**config.mk**
```make
export PLATFORM = sky130hd
export DESIGN_NAME = lvbd_var
export DESIGN_NICKNAME = d
export VERILOG_FILES = /design/src/rtl/lvbd_pkg.sv /design/src/rtl/lvbd_var.sv
export SDC_FILE = /design/constraint.sdc
export NUM_CORES = 1
export LEC_CHECK = 0
export BUFFER_PORTS_ARGS = -buffer_cell sky130_fd_sc_hd__buf_2
export CORE_MARGIN = 5
export CORE_UTILIZATION = 35
export DETAILED_ROUTE_END_ITERATION = 6
export PLACE_DENSITY = 0.59
export SLEW_MARGIN = 20
export SYNTH_ARGS = -nofsm -noshare
export SYNTH_HDL_FRONTEND = slang
export SYNTH_SLANG_ARGS = --single-unit
```
**constraint.sdc**
```tcl
create_clock -name i_clk -period 18.71 [get_ports i_clk]
set_input_delay 0.9355 -clock i_clk [delete_from_list [all_inputs] [get_ports i_clk]]
set_output_delay 0.9355 -clock i_clk [all_outputs]
set_load 0.01 [all_outputs]
```
**src/rtl/lvbd_pkg.sv**
```systemverilog
package lvbd_pkg;

    // field and register widths
    localparam int PIX_W      = 8;
    localparam int GRAY_W     = 16;
    localparam int LAP_W      = 19;
    localparam int CFG_SIZE_W = 11;
    localparam int CFG_IDX_W  = 2;
    localparam int THR_W      = 28;
    localparam int VAR_W      = 28;

    localparam int DEF_MAX_WIDTH  = 1024;
    localparam int DEF_MAX_HEIGHT = 1024;

    localparam logic [VAR_W-1:0] VAR_MAX = 28'd266342400;

    // luma weights, q8
    localparam logic [GRAY_W-1:0] LUMA_R = 16'd77;
    localparam logic [GRAY_W-1:0] LUMA_G = 16'd150;
    localparam logic [GRAY_W-1:0] LUMA_B = 16'd29;

    // register indexes
    localparam logic [CFG_IDX_W-1:0] CFG_IMAGE_WIDTH    = 2'd0;
    localparam logic [CFG_IDX_W-1:0] CFG_IMAGE_HEIGHT   = 2'd1;
    localparam logic [CFG_IDX_W-1:0] CFG_COLOR_MODE     = 2'd2;
    localparam logic [CFG_IDX_W-1:0] CFG_BLUR_THRESHOLD = 2'd3;

    localparam logic [CFG_SIZE_W-1:0] RST_SIZE = 11'd1024;

    typedef struct packed {
        logic                  color_mode;
        logic [CFG_SIZE_W-1:0] width;
        logic [CFG_SIZE_W-1:0] height;
    } t_pix_cfg;

    typedef enum logic [2:0] {
        PX_IDLE,
        PX_RD_CTR,
        PX_RD_RIGHT,
        PX_RD_OLD,
        PX_WRITE,
        PX_ACC,
        PX_FINISH,
        PX_WAIT_VAR
    } t_pix_state;

    typedef enum logic [2:0] {
        VU_IDLE,
        VU_MUL_SQ,
        VU_MUL_SUM,
        VU_MUL_N,
        VU_CHECK,
        VU_DIV,
        VU_DONE
    } t_var_state;

endpackage

```
**src/rtl/lvbd_var.sv**
```systemverilog
module lvbd_var #(
    parameter int MAX_WIDTH  = lvbd_pkg::DEF_MAX_WIDTH,
    parameter int MAX_HEIGHT = lvbd_pkg::DEF_MAX_HEIGHT,
    parameter int NW   = $clog2(MAX_WIDTH * MAX_HEIGHT + 1),
    parameter int SUMW = lvbd_pkg::LAP_W + NW,
    parameter int SQW  = 2 * (lvbd_pkg::LAP_W - 1) + NW
) (
    input  logic                        i_clk,
    input  logic                        i_rst_n,
    input  logic                        i_start,
    input  logic [NW-1:0]               i_n,
    input  logic signed [SUMW-1:0]      i_sum,
    input  logic [SQW-1:0]              i_sumsq,
    output logic                        o_done,
    output logic [lvbd_pkg::VAR_W-1:0]  o_variance
);
    import lvbd_pkg::*;

    localparam int NUMW = 2 * SUMW;
    localparam int DW   = NUMW + VAR_W;
    localparam int QCW  = $clog2(VAR_W);

    t_var_state r_state, n_state;

    logic [NW-1:0]    r_n;
    logic [SUMW-1:0]  r_mag, r_mp;
    logic [NUMW-1:0]  r_mc, r_acc, r_prod;
    logic [DW-1:0]    r_rem, r_dv;
    logic [VAR_W-1:0] r_q;
    logic [QCW-1:0]   r_cnt;
    logic [SUMW-1:0]  w_mag;
    logic             w_mul_busy;

    assign w_mag      = i_sum[SUMW-1] ? SUMW'(-i_sum) : SUMW'(i_sum);
    assign w_mul_busy = (r_mp != '0);

    always_comb begin
        n_state = r_state;
        case (r_state)
            VU_IDLE:    if (i_start) n_state = VU_MUL_SQ;
            VU_MUL_SQ:  if (!w_mul_busy) n_state = VU_MUL_SUM;
            VU_MUL_SUM: begin
                if (!w_mul_busy) begin
                    n_state = (r_prod < r_acc) ? VU_DONE : VU_MUL_N;
                end
            end
            VU_MUL_N:   if (!w_mul_busy) n_state = VU_CHECK;
            VU_CHECK:   n_state = (r_rem >= r_dv) ? VU_DONE : VU_DIV;
            VU_DIV:     if (r_cnt == '0) n_state = VU_DONE;
            VU_DONE:    n_state = VU_IDLE;
            default:    n_state = VU_IDLE;
        endcase
    end

    always_comb begin
        o_done     = (r_state == VU_DONE);
        o_variance = (r_q > VAR_MAX) ? VAR_MAX : r_q;
    end

    always_ff @(posedge i_clk) begin
        if (!i_rst_n) begin
            r_state <= VU_IDLE;
        end else begin
            r_state <= n_state;
        end
    end

    // shift-add multiplies, then restoring division one quotient bit a cycle
    always_ff @(posedge i_clk) begin
        case (r_state)
            VU_IDLE: begin
                if (i_start) begin
                    r_n   <= i_n;
                    r_mag <= w_mag;
                    r_mc  <= NUMW'(i_sumsq);
                    r_mp  <= SUMW'(i_n);
                    r_acc <= '0;
                end
            end
            VU_MUL_SQ, VU_MUL_SUM, VU_MUL_N: begin
                if (w_mul_busy) begin
                    r_acc <= r_acc + (r_mp[0] ? r_mc : '0);
                    r_mc  <= r_mc << 1;
                    r_mp  <= r_mp >> 1;
                end else if (r_state == VU_MUL_SQ) begin
                    r_prod <= r_acc;
                    r_mc   <= NUMW'(r_mag);
                    r_mp   <= r_mag;
                    r_acc  <= '0;
                end else if (r_state == VU_MUL_SUM) begin
                    r_rem <= DW'(r_prod - r_acc);
                    r_mc  <= NUMW'(r_n);
                    r_mp  <= SUMW'(r_n);
                    r_acc <= '0;
                    r_q   <= '0;
                end else begin
                    // denominator n*n*256, aligned to the top quotient bit
                    r_dv <= DW'(r_acc) << (8 + VAR_W);
                end
            end
            VU_CHECK: begin
                if (r_rem >= r_dv) begin
                    r_q <= VAR_MAX;
                end else begin
                    r_q   <= '0;
                    r_dv  <= r_dv >> 1;
                    r_cnt <= QCW'(VAR_W - 1);
                end
            end
            VU_DIV: begin
                if (r_rem >= r_dv) begin
                    r_rem <= r_rem - r_dv;
                    r_q   <= {r_q[VAR_W-2:0], 1'b1};
                end else begin
                    r_q <= {r_q[VAR_W-2:0], 1'b0};
                end
                r_dv  <= r_dv >> 1;
                r_cnt <= r_cnt - QCW'(1);
            end
            default: begin
                r_q <= r_q;
            end
        endcase
    end
endmodule

```
---- After elaboration in Yosys (flattened, before gate mapping) ----
Cells that the tools add are included.
word-level totals
  input bits .............................. 121
  flip-flop bits (word level) ............. 593
operators by class
  reduce and logical (&&, ||, !) cells .... 16
  equal/unequal tests ..................... 18
  $lt $le $gt $ge ......................... 3
  bitwise operators ....................... 1
  $add $sub $neg .......................... 5
  muxes and demuxes ....................... 44
operator list
  operator                                                number
  2-to-1 mux 108 bit                                      8
  2-to-1 mux 80 bit                                       9
  one-hot mux 108 bit (3 select lines)                    1
  one-hot mux 80 bit (2 select lines)                     2
  one-hot mux 108 bit (2 select lines)                    1
  2-to-1 mux 40 bit                                       4
  2-to-1 mux 28 bit                                       5
  greater-or-equal comparator 108 bit                     1
  subtractor 108 bit                                      1
  one-hot mux 28 bit (3 select lines)                     1
  subtractor 80 x 80 -> 81 bit                            1
  adder 80 bit                                            1
  less-than comparator 80 bit                             1
  one-hot mux 40 bit (2 select lines)                     1
  negator 40 bit                                          1
  nonzero test 40 bit                                     1
  2-to-1 mux 39 bit                                       1
  greater-than comparator 28 bit (second input constant)  1
  != test 2 bit (second input constant)                   11
  2-to-1 mux 3 bit                                        6
  one-hot mux 3 bit (6 select lines)                      1
  AND reduction 5 bit                                     3
  one-hot mux 5 bit (2 select lines)                      1
  == test 3 bit (second input constant)                   3
  16 further kinds                                        21

---- Logic depth before layout (Yosys ltp) ----
Gate-level depths: netlist (run 1).
  depth in word-level cells ............... 5
  mapped depth ............................ 18
  depth with buffers taken out ............ 16

---- Worst setup path after synthesis (run 1) ----
No wires, ideal clock.
  path kind ............................... register to register
  from .................................... register r_state[0]
  to ...................................... register r_acc[0] (enable)
  setup time .............................. 1.118 ns
  cell stages (with the launch flop) ...... 3
  period minus slack after synthesis ...... 17.585 ns
  path slack .............................. 1.125 ns
  arrival time ............................ 16.467 ns
  path buffers ............................ 1
  data required time ...................... 17.592 ns
  cell sequence ........................... dfxtp_1 clkbuf_1 a311oi_1
on the way
  cells in the longest elaborated chain, start to end .. 4
  elaborated cells between the ends (all ways) .. 9
RTL lines
  element                                                        RTL line                        text
  start, declared                                                lvbd_var.sv:23                  t_var_state r_state, n_state;
  start signal, assigned                                         lvbd_var.sv:64                  r_state <= n_state;
  == test 3 x 1 -> 1 bit (tied with other cells)                 lvbd_var.sv:70, lvbd_var.sv:85
  OR reduction 3 bit                                             lvbd_var.sv:70                  case (r_state)
  != test 4 bit (no line) or nonzero test 2 bit (tied branches)  -
  AND reduction 3 bit (no line) *                                -
  end signal, assigned                                           lvbd_var.sv:82                  r_acc <= r_acc + (r_mp[0] ? r_mc : '0);
  end, declared                                                  lvbd_var.sv:27                  logic [NUMW-1:0] r_mc, r_acc, r_prod;
Mark *: on every way between the ends. The rest lies on a longest branch, timed or not.
A chain may end at the register's enable or synchronous reset.

---- Final worst setup path (run 1) ----
  from .................................... register r_rem[7]
  to ...................................... register r_dv[41] (enable)
on the way
  cells in the longest elaborated chain, start to end .. 3
RTL lines
  element                              RTL line         text
  start, declared                      lvbd_var.sv:28   logic [DW-1:0] r_rem, r_dv;
  start signal, assigned               lvbd_var.sv:91   r_rem <= DW'(r_prod - r_acc);
  start signal, assigned               lvbd_var.sv:112  r_rem <= r_rem - r_dv;
  greater-or-equal comparator 108 bit  lvbd_var.sv:102  if (r_rem >= r_dv) begin
  != test 2 bit (no line)              -
  AND reduction 5 bit (no line)        -
  end signal, assigned                 lvbd_var.sv:98   r_dv <= DW'(r_acc) << (8 + VAR_W);
  end signal, assigned                 lvbd_var.sv:106  r_dv <= r_dv >> 1;
  end signal, assigned                 lvbd_var.sv:117  r_dv <= r_dv >> 1;
  end, declared                        lvbd_var.sv:28
No other way between the ends.

==> results of run 1 <==
[cells by family (layout without fill, tap and decap cells)]
family                   after synthesis  after routing
AO/OA/AOI/OAI                       1275           1275
XOR/XNOR                             286            286
adder cells (fa/ha/maj)              272            272
buffers and inverters                496            558
flip-flops                           593            593
multiplexers                           9              9
other                                  0              2
AND/OR/NAND/NOR                     1366           1366
[worst paths after layout]
kind | slack, ns | startpoint | cells after the start | end
worst max-delay path | 12.49 | r_rem[7] | 17 | r_dv[41]
worst min-delay path | 0.50 | i_n[2] | 1 | r_n[2]
worst max register to register | 12.49 | r_rem[7] | 17 | r_dv[41]
worst min register to register | 0.51 | r_acc[20] | 0 | r_prod[20]
[cell usage in the layout (no fill, tap or decap), drive strengths merged, types with 35 or more instances in the layout]
cell,n
xnor2,164
xor2,122
nor2b,35
nor2,311
a21o,210
nand2,465
inv,264
o21ai,321
o21bai,67
edfxtp,590
and3,100
a31oi,54
clkbuf,80
ha,269
nor3,55
and2,115
a21oi,367
nand4,88
nand3,64
buf,179
[cell type report]
| type | instances | area share |
|---|---|---|
| Tap cell | 1512 | 0.0425 |
| Clock buffer | 80 | 0.0402 |
| Timing Repair Buffer | 179 | 0.0224 |
| Antenna cell | 2 | 0.000112 |
| Clock inverter | 41 | 0.00807 |
| Inverter | 258 | 0.0218 |
| Sequential cell | 593 | 0.400 |
| Multi-Input combinational cell | 3208 | 0.465 |
[worst max-delay path, delay by kind of cell (launching register included)]
| kind | cells | cell delay [ns] |
|---|---|---|
| fa+ha+maj | 1 | 0.41 |
| buf+inv | 3 | 1.58 |
| simple gates | 2 | 0.28 |
| flops | 1 | 0.36 |
| compound gates | 11 | 3.09 |
[flip-flops by register name, indices dropped and copies added, names as in the netlist]
name,flops
r_prod,80
r_mp,40
r_mc,80
r_dv,108
r_cnt,5
r_state,3
r_q,28
r_acc,80
r_mag,40
r_rem,108
r_n,21
[stage by stage]
stage / std cells / worst slack (ns) / power (mW) / utilization / instance area, µm²
after floorplan: 4297 / 1.12 / 2.82 / - / 40200
after CTS: 5871 / 12.51 / 4.60 / 0.390 / 44500
after global placement: 5750 / 12.65 / 3.26 / 0.371 / 42300
final: 5873 / 12.49 / 4.59 / 0.390 / 44500
after detailed placement: 5750 / 12.56 / 3.27 / 0.371 / 42300
after global routing: 5871 / 12.09 / 4.83 / 0.390 / 44500
[layer usage]
metal  track usage  wire length, µm  vias to the layer above
met5             0                0                        -
met4        0.0495             2540                        0
met3        0.0233             6340                      122
met2         0.286            50900                      906
met1         0.253            52100                    15200
li1              -                -                    15700
[where the power goes]
part	internal, mW	switching (mW)
clock network	0.756	0.565
logic	0.530	0.943
registers	1.69	0.103
==> impl_summary.md, run 1 <==
Routing
The average detailed-routed wire length per instance is roughly 19 µm. Before antenna repair, the detailed router went through 7 iterations. The iteration-0 DRC count of the detailed router is roughly 2400. The DRC violation count after routing is 0. Summing over every cut layer, the via total after detailed routing is 31900. Once detail routing completed, the nets flagged for antenna violations numbered 0. The ratio of routed vias to standard cells is 5.43. The aggregate routed wire length is around 110000 µm.

Setup path
The largest single stage delay on the critical path is between 0.7 and 0.8 ns. The worst setup path is captured at a register. At the worst endpoint, the arrival time is 6.47 ns. The worst setup path is launched from a register. Along the worst path, the maximum fanout reaches 59. For this design, the slowest cell found on the critical path is sky130_fd_sc_hd__buf_4.

Data on the critical path is required at its endpoint by 18.96 ns. The signal on the critical path passes through ha_1, a21o_1, a31oi_1, a21oi_1, o311ai_0, nand2_1, a31oi_1, o21ai_0, a21oi_1, o21ba_2, o21ai_0, a221oi_1, buf_4, nor2_1, o22ai_4, buf_4, buf_4. The cell that appears most often on the critical path is sky130_fd_sc_hd__buf_4. By startpoint and endpoint, the worst setup path is classified as reg -> reg.

Place
The final weighted congestion in routability-driven placement is 0.905. Summed over all nets, the half-perimeter wirelength after detailed placement is 84200 µm. Buffers placed on the I/O ports in this run total 149.

Synthesis
The complex-gate fraction of the synthesized area was 0.199. The post-synthesis instance total is 4297. The library cell occupying the most area in the post-synthesis netlist is sky130_fd_sc_hd__edfxtp_1.

Counting every net in the synthesized netlist gives about 4700. By area the synthesized netlist is led by sky130_fd_sc_hd__edfxtp_1 44%, sky130_fd_sc_hd__ha_1 8.4%, sky130_fd_sc_hd__a21oi_1 4.6%. Of the total synthesized cell area, the portion taken by AND, OR, NAND and NOR gates is 0.164. Counting flops with a built-in enable in the synthesized netlist gives a little under 600. The dominant cell by count in the synthesized netlist is sky130_fd_sc_hd__edfxtp_1.

Of the total synthesized cell area, the portion taken by XOR and XNOR cells is 0.0623. The cell area that synthesis handed to floorplanning was 40200 µm². The commonest cells after synthesis are 590 x sky130_fd_sc_hd__edfxtp_1, 464 x sky130_fd_sc_hd__nand2_1, 367 x sky130_fd_sc_hd__a21oi_1. The share of synthesized area in the top cell type comes to 0.440.

The post-synthesis adder-cell area fraction is 0.0851. The proportion of synthesized area in mux cells is 0.00224. The most instantiated flip-flop cell in the synthesis netlist is sky130_fd_sc_hd__edfxtp_1.

The synthesized netlist contains 74 unique library cells. Synthesis inferred 593 register bits. The combinational family with the most area after synthesis is compound AO/OA/AOI/OAI gates.

Of the synthesized area, sequential elements account for 0.442. The synthesized area per cell is 9.36 µm². In the synthesized netlist the async set-or-reset flop fraction comes to 0. The Yosys warning count is 0.

Die
The horizontal extent of the die is 349 µm. The cell row count is 124. The core box area is 114000 µm². The initial cell density of the core is 0.352. The die extent in y is 349 µm. 150 I/O pins were placed. The die footprint is 122000 µm².

Global routing
The wire length of the first global-routing pass is 175000 µm. The initial antenna violation count was 3. The via count of the first global-routing pass was 30900. The maximum number of pins on one net before global-route repair is 157. The overflow left after global routing is 0.

The total routing usage reported by global routing is 0.178.

Finish
The net total in the final layout is 4701. Compared with the post-synthesis result, the final layout area differs by 10.6%. In the final layout, the multi-input gates occupy roughly 21000 µm². The final-layout fill cell count is between 10000 and 15000. Summing all flip-flop and latch instances after layout gives 17800 µm². The ratio of cells with drive above 1 in the final layout is 0.0746.

Clock tree
The TritonCTS clock tree is built. The clock network latency to the later pin of the worst-skew pair is 0.64 ns. Hold repair after CTS inserted 0 buffers.

The total of cells resized after clock tree synthesis is 0. The number of clock buffers added by TritonCTS is 68. In this run the clock root is driven by a sky130_fd_sc_hd__clkbuf_16. The post-CTS setup buffer count is 0.

After clock tree synthesis, the clock-pin slew on the worst setup and hold paths is 0.06 ns. The maximum buffer depth of the clock tree is 3. Clock tree synthesis found a total of a little under 600 sinks.

The number of H-tree branching levels is 3.

Run status
The run finished with clean final reports.

Timing
The count of final max-slew check failures came to 0. The maximum achievable frequency is 161 MHz. For the pin with the worst max-slew slack, the measured transition is roughly 1.1 ns. The share of the clock period used by the worst path is 0.332.

Setup total negative slack on the finished layout was measured at 0 ns. Setup violations remaining at the end of the flow were counted as 0. Hold is met by 0.499 ns. The count of endpoints failing hold in the final timing report is 0.

Setup repair after global routing left no endpoint under its margin. The worst slew margin relative to its limit is 0.264. The shortest clock period the worst path allows after layout is between 6 and 7 ns. On the final layout, the worst clock skew is 0.0287 ns.

Worst hold path
The worst min-delay path category is in -> reg.

Power
For this design the static power due to leakage is approximately 18 nW. Power spread over the standard cell area amounts to 103 nW/µm². The maximum VDD drop is 57.0 µV.

Flow run
Max-cap violations in this run came to 0.
(Power assumes the default switching activity.)
==> run 2: changes to the inputs <==
Settings changed: PLACE_DENSITY 0.59 to 0.57.
Clock period 18.71 ns to 6.21 ns, I/O delays scaled along.
==> run 2 against run 1 <==
Effect of this change: power increased to 3.1 times the previous value; count of clock-buffer cells in the layout is 2 higher; clock power grew to 3.1 times the previous value; final area is 2.5% higher; utilization rose by 0.97 points; largest cell class unchanged; first-iteration DRC count up 8.8%; setup slack lost 12 ns; largest power group unchanged; hold slack worse by 0.48 ns; non-clock buffer count up 95; sequential share of layout area decreased by 0.97 points; global-route usage grew 0.18 points; clock skew decreased by 0.0022 ns; highest routed layer unchanged.
==> impl_summary.md, run 2 (synthesized netlist as in run 1, its figures left out) <==
Finish
The final instance area is approximately 46000 µm². At the end of the flow, the number of nets in the layout was 4796. The library cells used most frequently in the layout, excluding fill and tap cells, are 590 x sky130_fd_sc_hd__edfxtp_1, 462 x sky130_fd_sc_hd__nand2_1, 367 x sky130_fd_sc_hd__a21oi_1, 317 x sky130_fd_sc_hd__o21ai_0, 308 x sky130_fd_sc_hd__nor2_1. The largest registers in the layout are r_dv: 108 flops, r_rem: 108 flops. The final non-filler cell total is 5970.

The number of antenna diodes is 0. The area growth from synthesis to layout is 13.3%. The layout has 11500 filler cells. In the final layout, the share of cells above drive strength 1 is 0.0767. The utilization of the core after routing is 0.399. The library cell used most frequently in the layout, excluding fill and tap cells, is sky130_fd_sc_hd__edfxtp_1.

Worst hold path
The end of the worst hold path is r_mc[56]. The launch point of the worst hold path is i_sumsq[56]. The number of cells on the worst hold path is 3. The worst min-delay path category is in -> reg.

Die
The cell row count is 124. The die is 349 µm wide. The die footprint is 122000 µm². The initial utilization of the core area, before any placement, comes to 0.352. The total area inside the core boundary comes to 114000 µm². In this run the vertical extent of the chip is 349 µm. The count of pins on the block boundary is 150.

Routing
For this block, the initial DRC count from the detailed router was 2565. The number of detailed-route iterations in the first pass is 5. The DRC violation count after routing is 0. Dividing the detail-routed via count by the number of cells gives 5.39. The average detailed-routed wire length per instance is around 19 µm.

Once detail routing completed, the nets flagged for antenna violations numbered 0. The via count is 32200. The aggregate routed wire length is 113000 µm.

Clock tree
The clock drives about 600 sinks. The cell at the root of the clock tree is sky130_fd_sc_hd__clkbuf_16. The clock passes through at most 3 buffers.

The number of H-tree branching levels is 3. Clock latency on the worst-skew pair, taken at its later pin, is between 0.6 and 0.7 ns. TritonCTS built the clock tree.

TritonCTS created between 60 and 70 clock buffers. After clock tree synthesis, the setup repair step added 0 buffers. The total of cells resized after clock tree synthesis is 0. The count of hold-fix buffers inserted at cts is 85. The register clock-pin slew on the reported worst setup and hold paths is approximately 0.06 ns.

Setup path
At the worst endpoint, the required time is 6.58 ns. The number of cells traversed by the worst register-to-register path is 16. The maximum fanout encountered on the critical timing path is 73. In this run the critical register-to-register path is captured at r_acc[79]. The register-to-register setup slack is 0.76 ns.

The critical path starts at r_mp[0]. For this design, the slowest cell found on the critical path is sky130_fd_sc_hd__o41ai_1. The startpoint identified for the worst register-to-register timing path is r_mp[0].

For this run, the slowest stage of the critical path takes 0.71 ns. STA classifies the critical path endpoint as a register. The start-to-end type of the worst setup path is reg -> reg. Walking the worst path, the cells encountered are buf_4, and2_1, ha_1, and3_1, nand2b_1, a211oi_1, o41ai_1, nand3b_1, o211ai_1, o21ai_0, a21oi_1, o31a_1, a21oi_1, a221oi_1, o21ai_0, mux2i_1.

The arrival time reported for the critical path endpoint is just under 6 ns. The type of element launching the critical path is a register.

Global routing
Global routing finished with a remaining overflow of 0. The initial antenna violation count was 2. The via count of the first global-routing pass is 31000. The first global-routing pass estimated 177000 µm of wire.

The total routing usage reported by global routing is 0.180. The maximum number of pins on one net before global-route repair is approximately 150.

Place
The cell count after placement is about 5800. The final weighted congestion in routability-driven placement is 0.919. Summing all placed instances gives a cell area of ~43000 µm².

Summed over all nets, the half-perimeter wirelength after detailed placement is 85500 µm. The count of input and output buffers is 149.

Timing
The accumulated negative setup slack is 0 ns. The count of endpoints failing hold in the final timing report is 0. The shortest clock period the worst path allows after layout is 5.45 ns. Static timing analysis puts the maximum clock frequency at 184 MHz. Setup repair after global routing left no endpoint under its margin. The count of final max-slew check failures is 0.

The slew at the pin closest to its max-slew limit is 1.04 ns. Setup violations remaining at the end of the flow were counted as 0. The maximum clock skew at final layout is 0.0265 ns. Measured against its own limit, the worst slew margin works out to 0.304. The share of the clock period used by the worst path is 0.877.

Power
The maximum VDD drop is between 150 and 200 µV. Dividing total power by cell area gives a power density of 307 nW/µm². The standby leakage power is between 15 and 20 nW.

The total power consumption of the routed design is approximately 14 mW.

Run status
The flow ran to the end, and the final reports show no timing, DRC or antenna violations.

Flow run
The number of maximum-capacitance constraint violations is 0.
run 2: changes by cell type in the layout (fill, tap and decap cells not counted), sizes merged:
cell and delta:
dlygate4sd3 +85, inv +1, bufinv +3, clkinvlp -2, diode -2, buf +10
clkbuf +2
run 2: worst max path at each step:
stage / end / slack (ns)
floorplan: r_acc[0] / -0.60
global placement: r_acc[79] / 0.87
detailed placement: r_acc[79] / 0.79
CTS: r_acc[79] / 0.75
global route: r_rem[106] / 0.44
finish: r_acc[79] / 0.76
run 2: critical path, delay by kind of cell, from the launching register on:
kind | cells | cell delay [ns]
compound gates | 9 | 2.86
fa+ha+maj | 1 | 0.29
buf+inv | 1 | 0.50
flops | 1 | 0.48
mux | 1 | 0.14
simple gates | 4 | 0.86
run 2: routing by layer:
| metal | wire length [µm] | track usage | vias to the layer above |
|---|---|---|---|
| met5 | 0 | 0 | - |
| met4 | 2570 | 0.0453 | 0 |
| met3 | 5470 | 0.0204 | 153 |
| met2 | 51100 | 0.289 | 815 |
| met1 | 54200 | 0.259 | 15300 |
| li1 | - | - | 15800 |
run 2: where the power goes:
part	switching (mW)	total (mW)	internal [mW]
Clock	1.70	4.13	2.42
Combinational	2.85	4.49	1.64
Sequential	0.314	5.40	5.08
Total	4.87	14.0	9.15
run 2: area by class of cell:
type | count | area (µm²) | area share
clock buffer | 82 | 1810 | 0.0396
clock inverter | 43 | 443 | 0.00971
inverter | 258 | 968 | 0.0212
multi-input combinational | 3208 | 20700 | 0.454
sequential | 593 | 17800 | 0.390
tap | 1512 | 1890 | 0.0415
timing repair buffer | 274 | 2000 | 0.0438
run 2: per-stage QoR:
step	hold WS (ns)	setup WS (ns)
detailed placement	0.455	0.790
CTS	0.000532	0.752
global placement	0.442	0.874
finish	0.0190	0.765
global route	0.0167	0.444
floorplan	0.409	-0.598
